`src/rtl/core/tip_pkg.sv`:
```
// tip_pkg: shared constants, codes and reply tables of the telnet IAC parser.
// No dependencies; used by tip_ctrl, telnet_iac_parser, the checker and the bench.
package tip_pkg;

	// telnet command bytes
	localparam logic [7:0] T_IAC  = 8'd255;
	localparam logic [7:0] T_DONT = 8'd254;
	localparam logic [7:0] T_DO   = 8'd253;
	localparam logic [7:0] T_WILL = 8'd251;
	localparam logic [7:0] T_SB   = 8'd250;
	localparam logic [7:0] T_BRK  = 8'd243;
	localparam logic [7:0] T_SE   = 8'd240;

	// option codes
	localparam logic [7:0] O_ECHO     = 8'd1;
	localparam logic [7:0] O_SGA      = 8'd3;
	localparam logic [7:0] O_TTYPE    = 8'd24;
	localparam logic [7:0] O_NAWS     = 8'd31;
	localparam logic [7:0] O_LINEMODE = 8'd34;
	localparam logic [7:0] SB_SEND    = 8'd1;

	// result kinds
	localparam logic [2:0] KIND_USER  = 3'd0;
	localparam logic [2:0] KIND_REPLY = 3'd1;
	localparam logic [2:0] KIND_WIN   = 3'd2;
	localparam logic [2:0] KIND_TTYPE = 3'd3;
	localparam logic [2:0] KIND_LBRK  = 3'd4;
	localparam logic [2:0] KIND_RBRK  = 3'd5;

	// break_mode register codes
	localparam logic [1:0] BRK_NONE   = 2'd0;
	localparam logic [1:0] BRK_LOCAL  = 2'd1;
	localparam logic [1:0] BRK_REMOTE = 2'd2;

	// command position codes
	localparam logic [1:0] CMD_DATA = 2'd0;
	localparam logic [1:0] CMD_VERB = 2'd1;
	localparam logic [1:0] CMD_OPT  = 2'd2;

	// NAWS payload: option byte then four size bytes at store index 1..4
	localparam logic [2:0] NAWS_END = 3'd4;

	typedef enum logic [1:0] {
		REP_LINEMODE = 2'd0,
		REP_TTYPE    = 2'd1,
		REP_NAWS     = 2'd2,
		REP_SGA      = 2'd3
	} rep_sel_t;

	typedef struct packed {
		logic [2:0]  kind;
		logic [7:0]  value;
		logic [15:0] columns;
		logic [15:0] rows;
		logic        last;
	} tip_res_t;

	function automatic logic [3:0] rep_len(input rep_sel_t sel);
		logic [3:0] n;
		case (sel)
			REP_LINEMODE: n = 4'd9;
			REP_TTYPE:    n = 4'd9;
			REP_NAWS:     n = 4'd3;
			REP_SGA:      n = 4'd6;
			default:      n = 4'd1;
		endcase
		return n;
	endfunction

	function automatic logic [7:0] rep_byte(input rep_sel_t sel, input logic [3:0] idx);
		logic [7:0] v;
		v = 8'd0;
		case (sel)
			REP_LINEMODE: begin
				case (idx)
					4'd0: v = T_IAC;
					4'd1: v = T_DONT;
					4'd2: v = O_LINEMODE;
					4'd3: v = T_IAC;
					4'd4: v = T_DONT;
					4'd5: v = O_ECHO;
					4'd6: v = T_IAC;
					4'd7: v = T_WILL;
					4'd8: v = O_ECHO;
					default: v = 8'd0;
				endcase
			end
			REP_TTYPE: begin
				case (idx)
					4'd0: v = T_IAC;
					4'd1: v = T_DO;
					4'd2: v = O_TTYPE;
					4'd3: v = T_IAC;
					4'd4: v = T_SB;
					4'd5: v = O_TTYPE;
					4'd6: v = SB_SEND;
					4'd7: v = T_IAC;
					4'd8: v = T_SE;
					default: v = 8'd0;
				endcase
			end
			REP_NAWS: begin
				case (idx)
					4'd0: v = T_IAC;
					4'd1: v = T_DO;
					4'd2: v = O_NAWS;
					default: v = 8'd0;
				endcase
			end
			REP_SGA: begin
				case (idx)
					4'd0: v = T_IAC;
					4'd1: v = T_WILL;
					4'd2: v = O_SGA;
					4'd3: v = T_IAC;
					4'd4: v = T_DO;
					4'd5: v = O_SGA;
					default: v = 8'd0;
				endcase
			end
			default: v = 8'd0;
		endcase
		return v;
	endfunction

endpackage

```
`src/rtl/core/tip_ifs.sv`:
```
// tip_ifs: valid/ready channel interfaces for received bytes and parser results.
// No dependencies.
interface tip_byte_if;
	logic       valid;
	logic       ready;
	logic [7:0] rx_byte;

	modport source (output valid, output rx_byte, input ready);
	modport sink (input valid, input rx_byte, output ready);
endinterface

interface tip_res_if;
	logic        valid;
	logic        ready;
	logic [2:0]  kind;
	logic [7:0]  value;
	logic [15:0] columns;
	logic [15:0] rows;
	logic        last;

	modport source (output valid, output kind, output value, output columns, output rows,
		output last, input ready);
	modport sink (input valid, input kind, input value, input columns, input rows,
		input last, output ready);
endinterface

```
`src/rtl/core/tip_sub_mem.sv`:
```
// tip_sub_mem: subnegotiation byte store, one write and one registered read port.
// No dependencies; contents are undefined until written.
module tip_sub_mem #(
	parameter int DEPTH = 40,
	localparam int AW = $clog2(DEPTH)
) (
	input  logic          clk,
	input  logic          we,
	input  logic [AW-1:0] waddr,
	input  logic [7:0]    wdata,
	input  logic [AW-1:0] raddr,
	output logic [7:0]    rdata
);

	logic [7:0] mem_q [DEPTH];

	always_ff @(posedge clk) begin
		if (we) begin
			mem_q[waddr] <= wdata;
		end
		rdata <= mem_q[raddr];
	end

endmodule

```
`src/rtl/core/tip_ctrl.sv`:
```
// tip_ctrl: byte parser, subnegotiation sequencer and result output register.
// Depends on tip_pkg, tip_ifs; drives the tip_sub_mem ports.
module tip_ctrl #(
	parameter int SUB_DEPTH = 40,
	parameter int TTYPE_MAX = 16,
	localparam int AW = $clog2(SUB_DEPTH),
	localparam int CW = $clog2(SUB_DEPTH + 1)
) (
	input  logic          clk,
	input  logic          arst_n,
	input  logic [1:0]    break_mode,
	tip_byte_if.sink      rx,
	tip_res_if.source     evt,
	output logic          mem_we,
	output logic [AW-1:0] mem_waddr,
	output logic [7:0]    mem_wdata,
	output logic [AW-1:0] mem_raddr,
	input  logic [7:0]    mem_rdata
);
	import tip_pkg::*;

	typedef enum logic [5:0] {
		ST_IDLE = 6'b000001,
		ST_RUN  = 6'b000010,
		ST_HEAD = 6'b000100,
		ST_OPT  = 6'b001000,
		ST_NAWS = 6'b010000,
		ST_TT   = 6'b100000
	} state_t;

	state_t      state_q;
	logic        in_sub_q, saw_iac_q;
	logic [1:0]  pos_q;
	logic [7:0]  verb_q;
	logic [CW-1:0] cnt_q;
	logic [CW-1:0] ptr_q;
	logic [31:0] naws_q;
	logic        job_rep_q;
	rep_sel_t    rep_sel_q;
	logic [3:0]  rep_idx_q;
	logic [2:0]  job_kind_q;
	logic [7:0]  job_val_q;
	logic        out_vld_q;
	tip_res_t    out_q;

	// parse decode
	logic        acc;
	logic [7:0]  b;
	logic        in_sub_d, saw_iac_d;
	logic [1:0]  pos_d;
	logic [7:0]  verb_d;
	logic [CW-1:0] cnt_d;
	logic        put, end_sub, one, rep;
	logic [2:0]  one_kind;
	logic [7:0]  one_val;
	rep_sel_t    rep_sel_d;

	// sequencer
	logic        free, load, tt_last, opt_tt;
	tip_res_t    nres;
	logic [CW-1:0] raddr_w;
	logic [7:0]  naws_byte;

	assign acc  = rx.valid && rx.ready;
	assign b    = rx.rx_byte;
	assign free = !out_vld_q || evt.ready;

	always_comb begin
		in_sub_d  = in_sub_q;
		saw_iac_d = saw_iac_q;
		pos_d     = pos_q;
		verb_d    = verb_q;
		cnt_d     = cnt_q;
		put       = 1'b0;
		end_sub   = 1'b0;
		one       = 1'b0;
		one_kind  = KIND_USER;
		one_val   = b;
		rep       = 1'b0;
		rep_sel_d = REP_NAWS;
		if (in_sub_q) begin
			if (saw_iac_q) begin
				saw_iac_d = 1'b0;
				if (b == T_SE) begin
					end_sub  = 1'b1;
					in_sub_d = 1'b0;
					pos_d    = CMD_DATA;
				end else begin
					put = 1'b1;
				end
			end else if (b == T_IAC) begin
				saw_iac_d = 1'b1;
			end else begin
				put = 1'b1;
			end
		end else begin
			case (pos_q)
				CMD_VERB: begin
					if (b == T_IAC) begin
						one   = 1'b1;
						pos_d = CMD_DATA;
					end else if (b == T_SB) begin
						in_sub_d  = 1'b1;
						saw_iac_d = 1'b0;
						cnt_d     = '0;
					end else if (b == T_BRK) begin
						pos_d   = CMD_DATA;
						one_val = 8'd0;
						if (break_mode == BRK_LOCAL) begin
							one      = 1'b1;
							one_kind = KIND_LBRK;
						end else if (break_mode == BRK_REMOTE) begin
							one      = 1'b1;
							one_kind = KIND_RBRK;
						end
					end else begin
						verb_d = b;
						pos_d  = CMD_OPT;
					end
				end
				CMD_OPT: begin
					pos_d = CMD_DATA;
					if (verb_q == T_WILL) begin
						if (b == O_LINEMODE) begin
							rep       = 1'b1;
							rep_sel_d = REP_LINEMODE;
						end else if (b == O_TTYPE) begin
							rep       = 1'b1;
							rep_sel_d = REP_TTYPE;
						end else if (b == O_NAWS) begin
							rep       = 1'b1;
							rep_sel_d = REP_NAWS;
						end
					end else if (verb_q == T_DO && b == O_SGA) begin
						rep       = 1'b1;
						rep_sel_d = REP_SGA;
					end
				end
				default: begin
					if (b == T_IAC) begin
						pos_d = CMD_VERB;
					end else begin
						pos_d = CMD_DATA;
						one   = 1'b1;
					end
				end
			endcase
		end
		// store full: abort the subnegotiation
		if (put) begin
			cnt_d = cnt_q + CW'(1);
			if (cnt_d == CW'(SUB_DEPTH)) begin
				in_sub_d  = 1'b0;
				saw_iac_d = 1'b0;
				pos_d     = CMD_DATA;
			end
		end
	end

	assign mem_we    = acc && put;
	assign mem_waddr = cnt_q[AW-1:0];
	assign mem_wdata = b;

	assign opt_tt    = (mem_rdata == O_TTYPE);
	assign naws_byte = (ptr_q < cnt_q) ? mem_rdata : 8'h00;
	assign tt_last   = (int'(ptr_q) + 1 == int'(cnt_q)) || (int'(ptr_q) == TTYPE_MAX + 1);

	always_comb begin
		load    = 1'b0;
		nres    = '0;
		raddr_w = ptr_q;
		case (state_q)
			ST_RUN: begin
				if (free) begin
					load = 1'b1;
					if (job_rep_q) begin
						nres.kind  = KIND_REPLY;
						nres.value = rep_byte(rep_sel_q, rep_idx_q);
						nres.last  = (rep_idx_q == rep_len(rep_sel_q) - 4'd1);
					end else begin
						nres.kind  = job_kind_q;
						nres.value = job_val_q;
						nres.last  = 1'b1;
						if (job_kind_q == KIND_WIN) begin
							nres.columns = naws_q[31:16];
							nres.rows    = naws_q[15:0];
						end
					end
				end
			end
			ST_HEAD: raddr_w = '0;
			ST_OPT:  raddr_w = opt_tt ? CW'(2) : CW'(1);
			ST_NAWS: raddr_w = ptr_q + CW'(1);
			ST_TT: begin
				// hold the read address while stalled so the data stays put
				if (free) begin
					load       = 1'b1;
					nres.kind  = KIND_TTYPE;
					nres.value = mem_rdata;
					nres.last  = tt_last;
					raddr_w    = ptr_q + CW'(1);
				end
			end
			default: raddr_w = ptr_q;
		endcase
	end

	assign mem_raddr = raddr_w[AW-1:0];

	always_ff @(posedge clk or negedge arst_n) begin
		if (!arst_n) begin
			state_q    <= ST_IDLE;
			in_sub_q   <= 1'b0;
			saw_iac_q  <= 1'b0;
			pos_q      <= CMD_DATA;
			verb_q     <= 8'd0;
			cnt_q      <= '0;
			ptr_q      <= '0;
			naws_q     <= '0;
			job_rep_q  <= 1'b0;
			rep_sel_q  <= REP_NAWS;
			rep_idx_q  <= '0;
			job_kind_q <= KIND_USER;
			job_val_q  <= 8'd0;
			out_vld_q  <= 1'b0;
		end else begin
			if (load) begin
				out_vld_q <= 1'b1;
			end else if (evt.ready) begin
				out_vld_q <= 1'b0;
			end
			case (state_q)
				ST_IDLE: begin
					if (acc) begin
						in_sub_q  <= in_sub_d;
						saw_iac_q <= saw_iac_d;
						pos_q     <= pos_d;
						verb_q    <= verb_d;
						cnt_q     <= cnt_d;
						if (one) begin
							job_rep_q  <= 1'b0;
							job_kind_q <= one_kind;
							job_val_q  <= one_val;
							state_q    <= ST_RUN;
						end else if (rep) begin
							job_rep_q <= 1'b1;
							rep_sel_q <= rep_sel_d;
							rep_idx_q <= '0;
							state_q   <= ST_RUN;
						end else if (end_sub && cnt_q != '0) begin
							state_q <= ST_HEAD;
						end
					end
				end
				ST_RUN: begin
					if (load) begin
						rep_idx_q <= rep_idx_q + 4'd1;
						if (nres.last) begin
							state_q <= ST_IDLE;
						end
					end
				end
				ST_HEAD: state_q <= ST_OPT;
				ST_OPT: begin
					ptr_q <= raddr_w;
					if (mem_rdata == O_NAWS) begin
						state_q <= ST_NAWS;
					end else if (opt_tt && cnt_q > CW'(2)) begin
						state_q <= ST_TT;
					end else begin
						state_q <= ST_IDLE;
					end
				end
				ST_NAWS: begin
					naws_q <= {naws_q[23:0], naws_byte};
					ptr_q  <= raddr_w;
					if (ptr_q == CW'(NAWS_END)) begin
						job_rep_q  <= 1'b0;
						job_kind_q <= KIND_WIN;
						job_val_q  <= 8'd0;
						state_q    <= ST_RUN;
					end
				end
				ST_TT: begin
					if (load) begin
						ptr_q <= raddr_w;
						if (tt_last) begin
							state_q <= ST_IDLE;
						end
					end
				end
				default: state_q <= ST_IDLE;
			endcase
		end
	end

	always_ff @(posedge clk) begin
		if (load) begin
			out_q <= nres;
		end
	end

	assign rx.ready    = (state_q == ST_IDLE);
	assign evt.valid   = out_vld_q;
	assign evt.kind    = out_q.kind;
	assign evt.value   = out_q.value;
	assign evt.columns = out_q.columns;
	assign evt.rows    = out_q.rows;
	assign evt.last    = out_q.last;

endmodule

```
`src/rtl/core/telnet_iac_parser.sv`:
```
// telnet_iac_parser: telnet receive parser, top level. Depends on tip_pkg, tip_ifs,
// tip_sub_mem and tip_ctrl.
// Bytes are taken only in the idle state; a data or store byte that yields no result keeps
// it idle, while a byte that yields results holds input off until they are all loaded; a reply
// run is 3 to 9 bytes. IAC SE reads the byte store at one read per cycle while not stalled.
// Reset: parser state clears and break_mode returns to local; the store is not cleared.
module telnet_iac_parser #(
	parameter int SUB_DEPTH = 40,
	parameter int TTYPE_MAX = 16
) (
	input  logic      clk,
	input  logic      arst_n,
	tip_byte_if.sink  rx,
	tip_res_if.source evt,
	input  logic      cfg_we,
	input  logic [1:0] cfg_wdata
);
	import tip_pkg::*;

	localparam int AW = $clog2(SUB_DEPTH);

	logic [1:0]    break_mode_q;
	logic          mem_we;
	logic [AW-1:0] mem_waddr, mem_raddr;
	logic [7:0]    mem_wdata, mem_rdata;

	always_ff @(posedge clk or negedge arst_n) begin
		if (!arst_n) begin
			break_mode_q <= BRK_LOCAL;
		end else if (cfg_we) begin
			break_mode_q <= cfg_wdata;
		end
	end

	tip_sub_mem #(
		.DEPTH(SUB_DEPTH)
	) u_mem (
		.clk  (clk),
		.we   (mem_we),
		.waddr(mem_waddr),
		.wdata(mem_wdata),
		.raddr(mem_raddr),
		.rdata(mem_rdata)
	);

	tip_ctrl #(
		.SUB_DEPTH(SUB_DEPTH),
		.TTYPE_MAX(TTYPE_MAX)
	) u_ctrl (
		.clk       (clk),
		.arst_n    (arst_n),
		.break_mode(break_mode_q),
		.rx        (rx),
		.evt       (evt),
		.mem_we    (mem_we),
		.mem_waddr (mem_waddr),
		.mem_wdata (mem_wdata),
		.mem_raddr (mem_raddr),
		.mem_rdata (mem_rdata)
	);

endmodule

```
`src/flat_wrapper.sv`:
```
// flat-port wrapper written by rule: the top's interface ports become plain ports
module telnet_iac_parser_flat import tip_pkg::*;
#(
	parameter int SUB_DEPTH = 40,
	parameter int TTYPE_MAX = 16
)
  (clk, arst_n, cfg_we, cfg_wdata, rx_valid, rx_rx_byte, rx_ready, evt_valid, evt_kind, evt_value, evt_columns, evt_rows, evt_last, evt_ready);
  tip_byte_if rx_i ();
  tip_res_if evt_i ();
  input  logic clk;
  input  logic arst_n;
  input  logic cfg_we;
  input  logic [1:0] cfg_wdata;
  input wire logic [$bits(rx_i.valid)-1:0] rx_valid;
  input wire logic [$bits(rx_i.rx_byte)-1:0] rx_rx_byte;
  output wire logic [$bits(rx_i.ready)-1:0] rx_ready;
  output wire logic [$bits(evt_i.valid)-1:0] evt_valid;
  output wire logic [$bits(evt_i.kind)-1:0] evt_kind;
  output wire logic [$bits(evt_i.value)-1:0] evt_value;
  output wire logic [$bits(evt_i.columns)-1:0] evt_columns;
  output wire logic [$bits(evt_i.rows)-1:0] evt_rows;
  output wire logic [$bits(evt_i.last)-1:0] evt_last;
  input wire logic [$bits(evt_i.ready)-1:0] evt_ready;
  assign rx_i.valid = rx_valid;
  assign rx_i.rx_byte = rx_rx_byte;
  assign rx_ready = rx_i.ready;
  assign evt_valid = evt_i.valid;
  assign evt_kind = evt_i.kind;
  assign evt_value = evt_i.value;
  assign evt_columns = evt_i.columns;
  assign evt_rows = evt_i.rows;
  assign evt_last = evt_i.last;
  assign evt_i.ready = evt_ready;
  telnet_iac_parser #(.SUB_DEPTH(SUB_DEPTH), .TTYPE_MAX(TTYPE_MAX)) u_core (.clk(clk), .arst_n(arst_n), .rx(rx_i), .evt(evt_i), .cfg_we(cfg_we), .cfg_wdata(cfg_wdata));
endmodule
```
`config.mk`:
```
export PLATFORM = sky130hd
export DESIGN_NAME = telnet_iac_parser_flat
export DESIGN_NICKNAME = d
export VERILOG_FILES = /design/src/rtl/core/tip_pkg.sv /design/src/rtl/core/tip_ifs.sv /design/src/rtl/core/tip_sub_mem.sv /design/src/rtl/core/tip_ctrl.sv /design/src/rtl/core/telnet_iac_parser.sv /design/src/flat_wrapper.sv
export SDC_FILE = /design/constraint.sdc
export NUM_CORES = 1
export LEC_CHECK = 0
export ABC_AREA = 1
export BUFFER_PORTS_ARGS = -buffer_cell sky130_fd_sc_hd__buf_4
export CORE_MARGIN = 5
export CORE_UTILIZATION = 44
export DETAILED_ROUTE_END_ITERATION = 6
export PLACE_DENSITY = 0.61
export SYNTH_ARGS = -nofsm -noshare
export SYNTH_HDL_FRONTEND = slang
export SYNTH_SLANG_ARGS = --single-unit
```
`constraint.sdc`:
```
create_clock -name clk -period 3.3 [get_ports clk]
set_input_delay 0.33 -clock clk [delete_from_list [all_inputs] [get_ports clk]]
set_output_delay 0.33 -clock clk [all_outputs]
set_load 0.005 [all_outputs]
```
==> run metrics <==
synth unique cells 48; IO buf count 60; pre-CTS WS 0.326 ns; final worst slack 0.503 ns; Reg2Reg Setup Slack 0.50 ns; CTS root buf clkbuf_16; RSZ-0062 raised after global routing no; DR DRC count 0; EDFF count, synth 364; first-pass GRT wire length 82400 um; largest stage delay on the critical path 0.48 ns; Async S/R FF share, synth 18.2%; hold wc startpoint rx_rx_byte[1]; leak pwr 9.33 nW; Congestion Overflow GR 0; Fin. Hold Viols 0; final net count 2096; io pins 61; vias in the first global route 14246; initial DRC count 1521; Hold Path End u_core.u_mem.mem_q[34][1]; worst-margin pin slew 1.20 ns; WS Path Type reg2reg; DR pass1 iterations 5; CTS Sinks 455; pin count of the biggest net entering global routing 105; Placed Instances 2605; CTS tree yes; Max Freq 358 MHz; clock slew at reported path FFs 0.06 ns; Rel. slew slack 20.0%; via count 14626; Crit path top cell by count nand3_1; Initial Util 44.7%; CP arrival 3.33 ns; Avg Inst Size Synth 10.4 um^2; total of max-cap violations 0; die span in x 225 um; Die ar. 0.0507 mm^2; Reg2Reg Launch Point u_core.u_ctrl.ptr_q[0]; register area 0.0132 mm^2; r2r endpoint u_core.u_mem.rdata[2]; setup TNS 0 ns; CP Capture Type flop; share of post-route cells with drive strength above 1 11.0%; n_diodes 0; WHS 0.0515 ns; minimum clock period 2.80 ns; Total GRT Usage 20.7%; Crit path max-delay family simple AND/OR/NAND/NOR gates; setup violators final 0; crit path cell chain inv_1 > ha_1 > inv_1 > nand2_1 > nand2_1 > nor2_1 > nor2_1 > nand3_1 > nand2_2 > buf_12 > nand3_1 > nand3_1 > nand3_1 > nand3_1 > nand3_1 > nand2_1; max-slew violation count 0; WL per Instance 19.6 um; Post-Route WL 52900 um; final clock skew 0.0137 ns; top_reg_cell synth edfxtp_1; Syn. warnings 0; worst vdd ir 0.455 mV; row count 78; area grow syn2layout 15.0%; Die Y 225 um; HP Class in2reg; Seq/Total Area, Yosys 64.7%; Synth Cell Area 0.0204 mm^2; vias per cell 5.42; outcome complete, no violations; dpl hpwl 33800 um; setup bufs post-CTS 0; final worst path period share 84.8%; CP startpoint kind flop; Seq cells post-synth 455; area of the multi-input gates 0.00595 mm^2; Slowest-stage cell, CP dfrtp_1; Core Area 0.0456 mm^2; Fillers 4073; CTS Buf Count 49; H-tree depth 2; Critical Path Fanout Max 54; worst reg2reg path depth 16; initial antenna violation count 0; power per cell area 770 mW/mm^2; Antenna Nets Post-Route 0; Hold Path Depth 1; CTS max path bufs 3; buffers and inverters on the worst path 3; Final GP Congestion 0.898; Post-Syn Nets 2000; Finished Layout Cells 2701; worst skew pair latency 0.59 ns; Mapped Cells 1964; Crit path required time 3.83 ns
[cell usage in the layout (no fill, tap or decap), drive strengths merged, types with 3 or more instances in the layout]
master	count
a21oi	16
buf	131
bufinv	3
clkbuf	66
clkinv	22
dfrtp	80
dfstp	3
dfxtp	8
dlygate4sd3	4
edfxtp	364
ha	21
inv	231
nand2	396
nand3	271
nand3b	82
nand4	21
nor2	171
nor3	8
nor4	4
o211ai	13
o21ai	120
o221ai	16
o22ai	10
o31ai	7
o41ai	6
xor2	11
[registers in the layout (all words and copies together), names as in the netlist, 6 cells and up]
register and flops:
u_core.u_ctrl.state_q 6, u_core.u_mem.mem_q 320, u_core.u_ctrl.mem_waddr 6, u_core.u_ctrl.verb_q 8, u_core.u_ctrl.naws_q 32, u_core.u_ctrl.job_val_q 8
u_core.u_ctrl.evt.columns 16, u_core.u_mem.rdata 8, u_core.u_ctrl.evt.rows 16, u_core.u_ctrl.evt.value 8, u_core.u_ctrl.ptr_q 6
[how the worst max path moves through the flow]
stage,start,end,slack [ns],cells past startpoint
CTS,u_core.u_ctrl.state_q[2],u_core.u_mem.mem_q[4][2],0.50,8
floorplan,u_core.u_ctrl.state_q[5],u_core.u_ctrl.evt.columns[0],0.52,7
finish,u_core.u_ctrl.ptr_q[0],u_core.u_mem.rdata[2],0.50,16
global route,u_core.u_ctrl.state_q[0],u_core.u_mem.rdata[5],0.26,13
detailed placement,rx_rx_byte[6],u_core.u_mem.mem_q[4][7],0.33,11
global placement,rx_rx_byte[6],u_core.u_mem.mem_q[4][3],0.42,11
[synth_stat cells, drive strengths merged (6+ instances only)]
| master | number | area share [%] |
|---|---|---|
| a21oi | 16 | 0.45 |
| buf | 44 | 1.1 |
| clkbuf | 46 | 0.85 |
| dfrtp | 80 | 9.8 |
| dfxtp | 8 | 0.79 |
| edfxtp | 364 | 54 |
| ha | 21 | 1.3 |
| inv | 228 | 4.2 |
| nand2 | 396 | 7.4 |
| nand3 | 271 | 6.7 |
| nand3b | 82 | 3.0 |
| nand4 | 21 | 0.65 |
| nor2 | 171 | 3.3 |
| nor3 | 8 | 0.20 |
| o211ai | 13 | 0.48 |
| o21ai | 120 | 3.0 |
| o221ai | 16 | 0.69 |
| o22ai | 10 | 0.31 |
| o31ai | 7 | 0.26 |
| o41ai | 6 | 0.26 |
| xor2 | 11 | 0.47 |
[worst reg2reg max path: stages, from the launching register on]
cell	delay, ns
dfrtp_1	0.48
inv_1	0.18
ha_1	0.38
inv_1	0.09
nand2_1	0.06
nand2_1	0.07
nor2_1	0.04
nor2_1	0.09
nand3_1	0.09
nand2_2	0.24
buf_12	0.29
nand3_1	0.14
nand3_1	0.16
nand3_1	0.12
nand3_1	0.13
nand3_1	0.09
nand2_1	0.09
[area by class of cell]
type	instances	area share, %
tap	600	3.20
multi-input combinational	1188	25.4
inverter	231	3.70
timing repair buffer	135	4.90
sequential	455	56.2
clock buffer	66	5.63
clock inverter	26	0.972
[per-layer routing]
layer | vias up | part of all wire [%] | track usage [%]
met5 | - | 0 | 0
met4 | 0 | 2.5 | 5.86
met3 | 87 | 6.7 | 3.19
met2 | 515 | 47 | 34.3
met1 | 7101 | 44 | 28.7
li1 | 6923 | - | -
[where the power goes]
part	switching [mW]	total (mW)	internal [mW]	leakage (nW)
clock	2.26	5.32	3.06	0.759
sequential	0.469	7.16	6.69	4.45
combinational	3.81	5.57	1.76	4.11
[stage by stage]
step | instance area, um^2 | total power, mW | util, %
finish | 23400 | 18.0 | 51.4
global route | 23400 | 19.0 | 51.4
global placement | 21800 | 12.8 | 47.9
CTS | 23400 | 18.2 | 51.4
detailed placement | 21800 | 12.8 | 47.9
floorplan | 20400 | 10.7 | -
[timing repair]
| item | 4_1_cts | 5_1_grt |
|---|---|---|
| gates resized for setup | 0 | 0 |
| hold endpoints to repair | 36 | 0 |
| hold buffers | 4 | 0 |
[logic make-up (layout without fill, tap and decap cells)]
family	Yosys count	after routing	synth area share, %
multiplexers	1	1	0.0553
buffers and inverters	321	458	6.22
flip-flops	455	455	64.7
XOR/XNOR	11	11	0.473
AO/OA/AOI/OAI	199	199	5.83
AND/OR/NAND/NOR	956	956	21.5
adder cells (fa/ha/maj)	21	21	1.29
Power figures use the tool's default switching activity.
